**src/rtl/blemp_pkg.sv**
```systemverilog
`timescale 1ns / 1ps
// ----------------------------------------------------------------------------
// blemp_pkg
// Shared types and constants of the BLE MIDI message parser.
// ----------------------------------------------------------------------------
package blemp_pkg;

  localparam int unsigned QueueDepth = 2;

  localparam logic [3:0] StatusNoteOn     = 4'b1001;
  localparam logic [3:0] StatusNoteOff    = 4'b1000;
  localparam logic [3:0] StatusPitchBend  = 4'b1110;
  localparam logic [3:0] StatusCtrlChange = 4'b1011;
  localparam logic [7:0] LowNibbleMask    = 8'h0F;

  localparam logic CfgFilterEnable = 1'b0;
  localparam logic CfgFilterChan   = 1'b1;

  typedef enum logic [1:0] {
    KindNoteOn     = 2'd0,
    KindNoteOff    = 2'd1,
    KindPitchBend  = 2'd2,
    KindCtrlChange = 2'd3
  } kind_e;

  typedef struct packed {
    logic [3:0] status;
    logic [3:0] chan;
    logic [6:0] first_data;
    logic [6:0] second_data;
  } msg_t;

  typedef struct packed {
    logic       enable;
    logic [3:0] chan;
  } filter_t;

endpackage

```
**src/rtl/blemp_front.sv**
```systemverilog
`timescale 1ns / 1ps
// ----------------------------------------------------------------------------
// blemp_front
// Byte parser: holds one byte of lookahead, tracks running status per packet
// and forms raw messages for the back end.
// ----------------------------------------------------------------------------
module blemp_front (
  input  logic              clk_i,
  input  logic              rst_ni,
  input  logic              accept_i,
  input  logic [7:0]        data_byte_i,
  input  logic              packet_end_i,
  output logic              msg_valid_o,
  output blemp_pkg::msg_t   msg_o
);

  typedef enum logic [1:0] {
    PendNone = 2'd0,
    PendHigh = 2'd1,
    PendData = 2'd2
  } pend_e;

  pend_e      pend_q, pend_d;
  logic [7:0] pval_q, pval_d;
  logic [3:0] rs_q, rs_d;
  logic [3:0] rc_q, rc_d;

  logic       is_data;
  logic [3:0] rs_eff;
  logic [3:0] rc_eff;
  logic       emit;

  always_comb begin
    is_data = ~data_byte_i[7];
    rs_eff  = rs_q;
    rc_eff  = rc_q;
    if (pend_q == PendHigh && is_data) begin
      rs_eff = pval_q[7:4];
      rc_eff = pval_q[3:0] & blemp_pkg::LowNibbleMask[3:0];
    end

    emit              = 1'b0;
    msg_o.status      = rs_eff;
    msg_o.chan        = rc_eff;
    msg_o.first_data  = pval_q[6:0];
    msg_o.second_data = is_data ? data_byte_i[6:0] : 7'd0;
    if (pend_q == PendData) begin
      emit = 1'b1;
    end else if (packet_end_i && is_data) begin
      emit              = 1'b1;
      msg_o.first_data  = data_byte_i[6:0];
      msg_o.second_data = 7'd0;
    end
    msg_valid_o = accept_i && emit;

    if (pend_q == PendData && is_data) begin
      pend_d = PendNone;
    end else begin
      pend_d = is_data ? PendData : PendHigh;
    end
    pval_d = data_byte_i;
    rs_d   = rs_eff;
    rc_d   = rc_eff;
    if (packet_end_i) begin
      pend_d = PendNone;
      rs_d   = 4'd0;
      rc_d   = 4'd0;
    end
  end

  always_ff @(posedge clk_i or negedge rst_ni) begin
    if (!rst_ni) begin
      pend_q <= PendNone;
      rs_q   <= 4'd0;
      rc_q   <= 4'd0;
    end else if (accept_i) begin
      pend_q <= pend_d;
      rs_q   <= rs_d;
      rc_q   <= rc_d;
    end
  end

  always_ff @(posedge clk_i) begin
    if (accept_i) begin
      pval_q <= pval_d;
    end
  end

endmodule

```
**src/rtl/blemp_queue.sv**
```systemverilog
`timescale 1ns / 1ps
// ----------------------------------------------------------------------------
// blemp_queue
// Short register queue of raw messages between the parser and the back end.
// ----------------------------------------------------------------------------
module blemp_queue #(
  parameter int unsigned Depth = blemp_pkg::QueueDepth
) (
  input  logic            clk_i,
  input  logic            rst_ni,
  input  logic            push_i,
  input  blemp_pkg::msg_t wdata_i,
  input  logic            pop_i,
  output logic            full_o,
  output logic            empty_o,
  output blemp_pkg::msg_t rdata_o
);

  localparam int unsigned PtrW = (Depth > 1) ? $clog2(Depth) : 1;
  localparam int unsigned CntW = $clog2(Depth + 1);

  blemp_pkg::msg_t mem_q [Depth];
  logic [PtrW-1:0] wr_q, wr_d;
  logic [PtrW-1:0] rd_q, rd_d;
  logic [CntW-1:0] cnt_q, cnt_d;
  logic            do_push;
  logic            do_pop;

  assign full_o  = (cnt_q == CntW'(Depth));
  assign empty_o = (cnt_q == '0);
  assign rdata_o = mem_q[rd_q];
  assign do_push = push_i && !full_o;
  assign do_pop  = pop_i && !empty_o;

  always_comb begin
    wr_d  = wr_q;
    rd_d  = rd_q;
    cnt_d = cnt_q;
    if (do_push) begin
      wr_d = (wr_q == PtrW'(Depth - 1)) ? '0 : wr_q + PtrW'(1);
    end
    if (do_pop) begin
      rd_d = (rd_q == PtrW'(Depth - 1)) ? '0 : rd_q + PtrW'(1);
    end
    if (do_push && !do_pop) begin
      cnt_d = cnt_q + CntW'(1);
    end else if (do_pop && !do_push) begin
      cnt_d = cnt_q - CntW'(1);
    end
  end

  always_ff @(posedge clk_i or negedge rst_ni) begin
    if (!rst_ni) begin
      wr_q  <= '0;
      rd_q  <= '0;
      cnt_q <= '0;
    end else begin
      wr_q  <= wr_d;
      rd_q  <= rd_d;
      cnt_q <= cnt_d;
    end
  end

  always_ff @(posedge clk_i) begin
    if (do_push) begin
      mem_q[wr_q] <= wdata_i;
    end
  end

endmodule

```
**src/rtl/blemp_back.sv**
```systemverilog
`timescale 1ns / 1ps
// ----------------------------------------------------------------------------
// blemp_back
// Decodes the message kind, applies the channel filter and holds the result
// in an output register.
// ----------------------------------------------------------------------------
module blemp_back (
  input  logic               clk_i,
  input  logic               rst_ni,
  input  blemp_pkg::filter_t filter_i,
  input  logic               msg_valid_i,
  input  blemp_pkg::msg_t    msg_i,
  output logic               msg_take_o,
  input  logic               pop_i,
  output logic               out_valid_o,
  output logic [1:0]         message_kind_o,
  output logic [3:0]         chan_o,
  output logic [6:0]         first_data_o,
  output logic [6:0]         second_data_o
);

  logic                  valid_q, valid_d;
  blemp_pkg::kind_e      kind_q, kind_d;
  logic [3:0]            chan_q;
  logic [6:0]            d1_q;
  logic [6:0]            d2_q, d2_d;
  logic                  supported;
  logic                  passes;

  always_comb begin
    supported = 1'b1;
    kind_d    = blemp_pkg::KindNoteOn;
    d2_d      = msg_i.second_data;
    unique case (msg_i.status)
      blemp_pkg::StatusNoteOn:     kind_d = blemp_pkg::KindNoteOn;
      blemp_pkg::StatusNoteOff:    kind_d = blemp_pkg::KindNoteOff;
      blemp_pkg::StatusPitchBend: begin
        kind_d = blemp_pkg::KindPitchBend;
        d2_d   = 7'd0;
      end
      blemp_pkg::StatusCtrlChange: kind_d = blemp_pkg::KindCtrlChange;
      default:                     supported = 1'b0;
    endcase
    passes     = supported && (!filter_i.enable || msg_i.chan == filter_i.chan);
    msg_take_o = msg_valid_i && (!valid_q || pop_i);
    valid_d    = valid_q;
    if (msg_take_o) begin
      valid_d = passes;
    end else if (pop_i) begin
      valid_d = 1'b0;
    end
  end

  always_ff @(posedge clk_i or negedge rst_ni) begin
    if (!rst_ni) begin
      valid_q <= 1'b0;
    end else begin
      valid_q <= valid_d;
    end
  end

  always_ff @(posedge clk_i) begin
    if (msg_take_o && passes) begin
      kind_q <= kind_d;
      chan_q <= msg_i.chan;
      d1_q   <= msg_i.first_data;
      d2_q   <= d2_d;
    end
  end

  assign out_valid_o    = valid_q;
  assign message_kind_o = kind_q;
  assign chan_o         = chan_q;
  assign first_data_o   = d1_q;
  assign second_data_o  = d2_q;

endmodule

```
**src/rtl/ble_midi_message_parser_unit.sv**
```systemverilog
`timescale 1ns / 1ps
// ----------------------------------------------------------------------------
// ble_midi_message_parser_unit
// Parses BLE MIDI packet bytes into note on, note off, pitch bend and control
// change messages with an optional channel filter.
// ----------------------------------------------------------------------------
// One packet byte is taken per clock cycle while full is low. A message
// caused by a byte passes the message queue and then the output register
// before it reaches the result ports. The queue decouples input and result
// sides, so full rises only once QueueDepth messages wait in it because the
// result side stalls. Filter settings are written through the configuration
// port only while the block is idle: a rule for the user, not enforced.
// ----------------------------------------------------------------------------
module ble_midi_message_parser_unit #(
  parameter int unsigned QueueDepth = blemp_pkg::QueueDepth
) (
  input  logic       clk_i,
  input  logic       rst_ni,
  input  logic       push,
  output logic       full,
  input  logic [7:0] data_byte_i,
  input  logic       packet_end_i,
  output logic       empty,
  input  logic       pop,
  output logic [1:0] message_kind_o,
  output logic [3:0] chan_o,
  output logic [6:0] first_data_o,
  output logic [6:0] second_data_o,
  input  logic       cfg_we_i,
  input  logic       cfg_idx_i,
  input  logic [3:0] cfg_wdata_i
);

  blemp_pkg::filter_t filter_q;
  blemp_pkg::msg_t    front_msg;
  blemp_pkg::msg_t    head_msg;
  logic               front_valid;
  logic               accept;
  logic               q_empty;
  logic               q_take;
  logic               out_valid;

  assign accept = push && !full;
  assign empty  = !out_valid;

  always_ff @(posedge clk_i or negedge rst_ni) begin
    if (!rst_ni) begin
      filter_q <= '0;
    end else if (cfg_we_i) begin
      unique case (cfg_idx_i)
        blemp_pkg::CfgFilterEnable: filter_q.enable <= cfg_wdata_i[0];
        blemp_pkg::CfgFilterChan:   filter_q.chan   <= cfg_wdata_i;
        default:                    filter_q        <= filter_q;
      endcase
    end
  end

  blemp_front u_front (
    .clk_i        (clk_i),
    .rst_ni       (rst_ni),
    .accept_i     (accept),
    .data_byte_i  (data_byte_i),
    .packet_end_i (packet_end_i),
    .msg_valid_o  (front_valid),
    .msg_o        (front_msg)
  );

  blemp_queue #(
    .Depth (QueueDepth)
  ) u_queue (
    .clk_i   (clk_i),
    .rst_ni  (rst_ni),
    .push_i  (front_valid),
    .wdata_i (front_msg),
    .pop_i   (q_take),
    .full_o  (full),
    .empty_o (q_empty),
    .rdata_o (head_msg)
  );

  blemp_back u_back (
    .clk_i          (clk_i),
    .rst_ni         (rst_ni),
    .filter_i       (filter_q),
    .msg_valid_i    (!q_empty),
    .msg_i          (head_msg),
    .msg_take_o     (q_take),
    .pop_i          (pop),
    .out_valid_o    (out_valid),
    .message_kind_o (message_kind_o),
    .chan_o         (chan_o),
    .first_data_o   (first_data_o),
    .second_data_o  (second_data_o)
  );

endmodule
```
**config.mk**
```make
export PLATFORM = sky130hd
export DESIGN_NAME = ble_midi_message_parser_unit
export DESIGN_NICKNAME = d
export VERILOG_FILES = /design/src/rtl/blemp_pkg.sv /design/src/rtl/blemp_front.sv /design/src/rtl/blemp_queue.sv /design/src/rtl/blemp_back.sv /design/src/rtl/ble_midi_message_parser_unit.sv
export SDC_FILE = /design/constraint.sdc
export NUM_CORES = 1
export LEC_CHECK = 0
export BUFFER_PORTS_ARGS = -buffer_cell sky130_fd_sc_hd__buf_2
export CAP_MARGIN = 20
export CORE_ASPECT_RATIO = 0.8
export CORE_UTILIZATION = 50
export DETAILED_ROUTE_END_ITERATION = 8
export HOLD_SLACK_MARGIN = 0.06
export PLACE_DENSITY = 0.81
export SYNTH_ARGS = -nofsm -noshare
export SYNTH_HDL_FRONTEND = slang
export SYNTH_SLANG_ARGS = --single-unit
```
**constraint.sdc**
```tcl
create_clock -name clk_i -period 4.87 [get_ports clk_i]
set_input_delay 0 -clock clk_i [delete_from_list [all_inputs] [get_ports clk_i]]
set_output_delay 0 -clock clk_i [all_outputs]
set_load 0.005 [all_outputs]
```
# Word level (Yosys, flattened, before mapping)
# Memories as Yosys holds them, arrays and structs flattened.
# Cells that the tools add are included.
[word_totals]
n_memories = 1
input_bits = 19
ram_bits = 44
word_cells = 77
ff_bits = 48
output_inout_bits = 22
[memory_table]
columns = ["memory", "words", "width", "rd", "rd_ports_with_merged_regs", "write_ports", "line_no", "text"]
rows = [
  ["u_queue.mem_q", 2, 22, 1, 0, 1, "blemp_queue.sv:22", "blemp_pkg::msg_t mem_q [Depth];"],
]
[classes]
add_sub_neg = 4
reduce_logical = 26
n_mux = 22
n_eq_ne = 8
bitwise = 2
[ops]
columns = ["operator", "count"]
rows = [
  ["14-bit 2-to-1 mux", 2],
  ["4-bit == test, second input constant", 4],
  ["4-bit 2-to-1 mux", 4],
  ["1-bit logical AND", 12],
  ["2-bit 2-to-1 mux", 5],
  ["1-bit 2-to-1 mux", 9],
  ["7-bit 2-to-1 mux", 1],
  ["1-bit zero test", 6],
  ["2-bit case mux with 3 select lines", 1],
  ["2-bit == test, second input constant", 2],
  ["4-bit == test", 1],
  ["2-bit AND reduction", 2],
  ["2-bit nonzero test", 2],
  ["4-bit OR reduction", 1],
  ["1-bit adder, second input constant", 2],
  ["2-bit by 1-bit adder with 2-bit output, second input constant", 1],
  ["2-bit by 1-bit == test with 1-bit output, second input constant", 1],
  ["2-bit zero test", 1],
  ["1-bit logical OR", 2],
  ["1-bit NOT", 2],
  ["2-bit by 1-bit subtractor with 2-bit output, second input constant", 1],
]

# Longest topological paths before layout
[depth]
word_depth = 10
depth_mapped = 9
ltp_nobuf = 9

# Modules after synthesis
# Synthesis repeated with hierarchy kept, for this count alone.
[unflattened]
cells_unflattened = 232
hier_area_um2 = 3807.4
[modules_own_cells]
columns = ["module", "seq_area_each_um2", "cells_each", "area_each_um2", "instances"]
rows = [
  ["blemp_queue", 1421.4, 87, 1788.0, 1],
  ["blemp_front", 490.5, 84, 991.0, 1],
  ["blemp_back", 625.6, 46, 805.8, 1],
  ["ble_midi_message_parser_unit", 125.1, 15, 222.7, 1],
]

# Worst setup path after synthesis
# Ideal clock, no wire load.
[synth_timing]
kind = "register -> register"
start = "register u_queue.rd_q"
end = "register u_back.chan_q[0] (netlist: u_back.chan_o[0]), enable pin"
path_stages_with_launch = 6
setup_time_ns = 0.397
n_path_buf = 1
period_less_slack_ns = 2.493
arrival_ns = 2.097
required_time_ns = 4.473
slack_ns = 2.377
cell_sequence = "dfrtp_1 > buf_6 > or3b_4 > a211oi_2 > o21bai_1 > nor2_1"
[synth_via]
elab_chain_len = 6
elab_cells_between_ends = 11
cone_classes = "eq/ne (5); mux (1); reduce/logical (4); memory (1)"
[synth_rtl]
columns = ["element", "line_no", "text"]
rows = [
  ["from (decl)", "blemp_queue.sv:24", "logic [PtrW-1:0] rd_q, rd_d;"],
  ["from (signal assigned)", "blemp_queue.sv:59", "rd_q <= rd_d;"],
  ["memory read 2 x 22 bit *", "--", ""],
  ["4-bit == test", "blemp_back.sv:34", "unique case (msg_i.status)"],
  ["4-bit OR reduction (no source line)", "--", ""],
  ["1-bit 2-to-1 mux", "blemp_back.sv:34", ""],
  ["1-bit logical AND *", "blemp_back.sv:44", "passes = supported && (!filter_i.enable || msg_i.chan == filter_i.chan);"],
  ["1-bit logical AND *", "blemp_back.sv:63", "if (msg_take_o && passes) begin"],
  ["to (signal assigned)", "blemp_back.sv:65", "chan_q <= msg_i.chan;"],
  ["to (decl)", "blemp_back.sv:24", "logic [3:0] chan_q;"],
]
# Every way passes the cells marked *; elsewhere a longest branch is shown, timed or not.
# A chain may end at the register's enable or synchronous reset.

# Worst setup path after layout
[layout_timing]
start = "register u_queue.cnt_q[0]"
end = "memory u_queue.mem_q[0][18] (netlist name), enable pin"
[layout_via]
elab_chain_len = 7
[layout_rtl]
columns = ["element", "line_no", "text"]
rows = [
  ["from (decl)", "blemp_queue.sv:25", "logic [CntW-1:0] cnt_q, cnt_d;"],
  ["from (signal assigned)", "blemp_queue.sv:60", "cnt_q <= cnt_d;"],
  ["2-bit == test *", "blemp_queue.sv:29", "assign full_o = (cnt_q == CntW'(Depth));"],
  ["1-bit zero test *", "blemp_queue.sv:32, ble_midi_message_parser_unit.sv:43", ""],
  ["1-bit logical AND", "ble_midi_message_parser_unit.sv:43", "assign accept = push && !full;"],
  ["1-bit logical AND", "blemp_front.sv:54", "msg_valid_o = accept_i && emit;"],
  ["1-bit logical AND *", "blemp_queue.sv:32", "assign do_push = push_i && !full_o;"],
  ["1-bit 2-to-1 mux *", "blemp_queue.sv:65", "if (do_push) begin"],
  ["1-bit 2-to-1 mux (not written as such) *", "blemp_queue.sv:66", "mem_q[wr_q] <= wdata_i;"],
  ["to (decl)", "blemp_queue.sv:22", ""],
]
# Marks and branches as above.

==> results.cfg <==
[run_status]
outcome = finished, violations left
violations = DRC

[hold_path]
min_path_type = in -> reg

[timing]
rsz0062_at_grt = false
layout_setup_ws_ns = 2.28
hold_ws_ns = 0.107
hold_viol = 0
finalClockSkew_ns = 0.0103
slew_headroom_pct = 55.0
finalCritPeriodShare_pct = 53.3
max_slew.worst_pin.slew_ns = 0.668
fin_crit_ns = 2.59
fmaxAchievable_mhz = 385
finalSetupTns_ns = 0
slew_viol_final = 0
final-setup-viol-count = 0

[clocking]
cts_buffers = 9
clock-sinks = 92
htree_levels = 3
clockRootBuffer = clkbuf_8
post_cts_resized = 0
ctsHoldBuffers = 17
clkTransAtPathRegs_ns = 0.08
clockBufferDepth = 2
post_cts_buffers = 0
cts_tree = yes
clock_latency_ns = 0.35

[final_layout]
layout_common_cells = 72 x edfxtp_1, 40 x buf_2, 30 x mux2_2
finalInstanceArea_um2 = 4320
fin_cells = 377
layout-drive-gt1-share_pct = 33.1
area_delta_synth_final_pct = 18.2
fillerInstances = 480
utilization_pct = 61.8
fin_nets = 305
n_antenna_cell = 0
layout_commonest_cell = edfxtp_1

[synthesis]
synth-seq-cells = 92
synth_area_um2 = 3660
synth_seq_area_share_pct = 72.8
syn_area_per_cell_um2 = 16.8
ys_warn_count = 0
syn_nets = 238
synth_cells = 218
synth.distinct_cells = 36

[die]
start_util_pct = 52.3
die_width_um = 97.6
die_y_um = 78.5
fp.coreArea_um2 = 6990
dieArea_um2 = 7670
pin_count = 41
rows = 27

[worst_setup_path]
cp-endpoint = u_queue.mem_q[0][18]
critical_path.startpoint = u_queue.cnt_q[0]
worstSetupStartpointType = flip-flop
arrival_ns = 2.64
required_ns = 4.91
worst_r2r_endpoint = u_queue.mem_q[0][18]
rr_startpoint = u_queue.cnt_q[0]
worstSetupEndpointType = flip-flop
r2r_setup_slack_ns = 2.28
crit_type = reg -> reg
path_max_fanout = 15
r2r_cells = 6

[pwr]
power_mw = 2.09
intPower_mw = 1.48
p_sw_mw = 0.606
seq_power_share_pct = 53.4
p_per_area_nw_per_um2 = 484
netSwitchingFraction_pct = 29.0
leakage_nw = 1.69
comb_power_share_pct = 25.7
clkPwrFrac_pct = 21.0
vdd_ir_drop_max_v = 0.000290

[global_route]
grt_pass1_vias = 1984
grt_max_degree = 30
grt_overflow = 0
grt_antenna_before_repair = 0
track_usage_pct = 17.9
grt_pass1_wl_um = 10100

[drt]
via_per_inst = 5.19
drcViolationCount = 4
ant_nets = 0
first_pass_iters = 6
wl_per_cell_um = 16.5
wirelength_um = 6220
dr.first_iter.drc_count = 134
vias = 1958

[placed_design]
placed_area_um2 = 3960
hpwl_um = 4280
routabilityCongestion = 0.774
dp_cells = 343
pre_cts_slack_ns = 2.16
port_buffers = 40

[run]
maxCapViolCount = 0
==> cell families after synthesis <==
kind of cell	count (synthesis)	synth area share (%)
xor+xnor	10	2.39
flops	92	72.8
buf+inv	13	1.71
simple gates	42	6.43
compound gates	23	5.20
mux	37	11.1
fa+ha+maj	1	0.342
==> worst max-delay path: stages, from the launching register on <==
cell	delay (ns)
dfrtp_1	0.41
nand2b_1	0.14
nand2_1	0.27
inv_1	0.39
nand2b_1	0.18
nor2_1	0.54
buf_4	0.36
==> worst min path at each step <==
stage / slack, ns / to / depth (start not counted) / start
2_1_floorplan: -0.30 / filter_q[0] / 0 / rst_ni
3_3_place_gp: -0.02 / filter_q[3] / 1 / rst_ni
3_5_place_dp: -0.03 / filter_q[4] / 1 / rst_ni
4_1_cts: 0.1 / filter_q[2] / 3 / cfg_idx_i
5_1_grt: 0.14 / filter_q[2] / 3 / cfg_idx_i
6_report: 0.11 / filter_q[2] / 3 / cfg_idx_i
==> flip-flops by register name, indices dropped and copies added (netlist names) <==
signal,count
u_front.rc_q,4
u_back.message_kind_o,2
u_front.pend_q,2
u_back.second_data_o,7
u_queue.mem_q,44
u_front.rs_q,4
u_queue.cnt_q,2
filter_q,5
u_back.out_valid_o,1
u_queue.wr_q,1
u_front.pval_q,8
u_back.chan_o,4
u_queue.rd_q,1
u_back.first_data_o,7
==> metal layers <==
metal  up-vias  global-route usage (%)  part of all wire, %
met3         6                    5.16                  4.3
met1       950                    23.9                   45
met2        49                    28.3                   49
li1        953                       -                    -
met5         -                       0                    0
met4         0                    6.21                  1.5
==> power groups by stage <==
stage / clock (mW) / sequential, mW / combinational [mW]
6_report: 0.439 / 1.12 / 0.536
5_1_grt: 0.475 / 1.13 / 0.587
2_1_floorplan: 0 / 1.11 / 0.375
4_1_cts: 0.446 / 1.15 / 0.485
3_3_place_gp: 0 / 1.16 / 0.458
3_5_place_dp: 0 / 1.16 / 0.468
==> final cells by class <==
type                            count  area, µm²  area share (%)
Tap cell                           87        109            2.52
Timing Repair Buffer               61        420            9.73
Inverter                            8       30.0           0.695
Clock buffer                       10        128            2.95
Multi-Input combinational cell    113        933            21.6
Sequential cell                    92       2660            61.6
Clock inverter                      6       40.0           0.926
==> cells in the mapped netlist (all sizes together) <==
cell type  instances  share of area [%]
o21bai             2               0.41
a31oi              1               0.17
xnor2              8                1.9
edfxtp            72                 59
and3b              1               0.24
mux2i              7                1.9
a31o               1               0.24
clkbuf             1               0.10
inv                8               0.82
o21ai              3               0.51
and3               7                1.2
a211oi             1               0.34
o31ai              1               0.21
ha                 1               0.34
a22o               8                1.9
nand2              7               0.72
mux2              30                9.2
nor2b              1               0.17
buf                4               0.79
nor3b              2               0.85
dfrtp             20                 14
a21oi              4               0.55
nand2b             3               0.51
xor2               2               0.48
nand3              1               0.14
a2bb2oi            1               0.41
or2                1               0.17
a41oi              1               0.44
nor2              15                1.5
or3b               1               0.31
nand3b             2               0.41
and2               1               0.17
(Power assumes the default switching activity.)
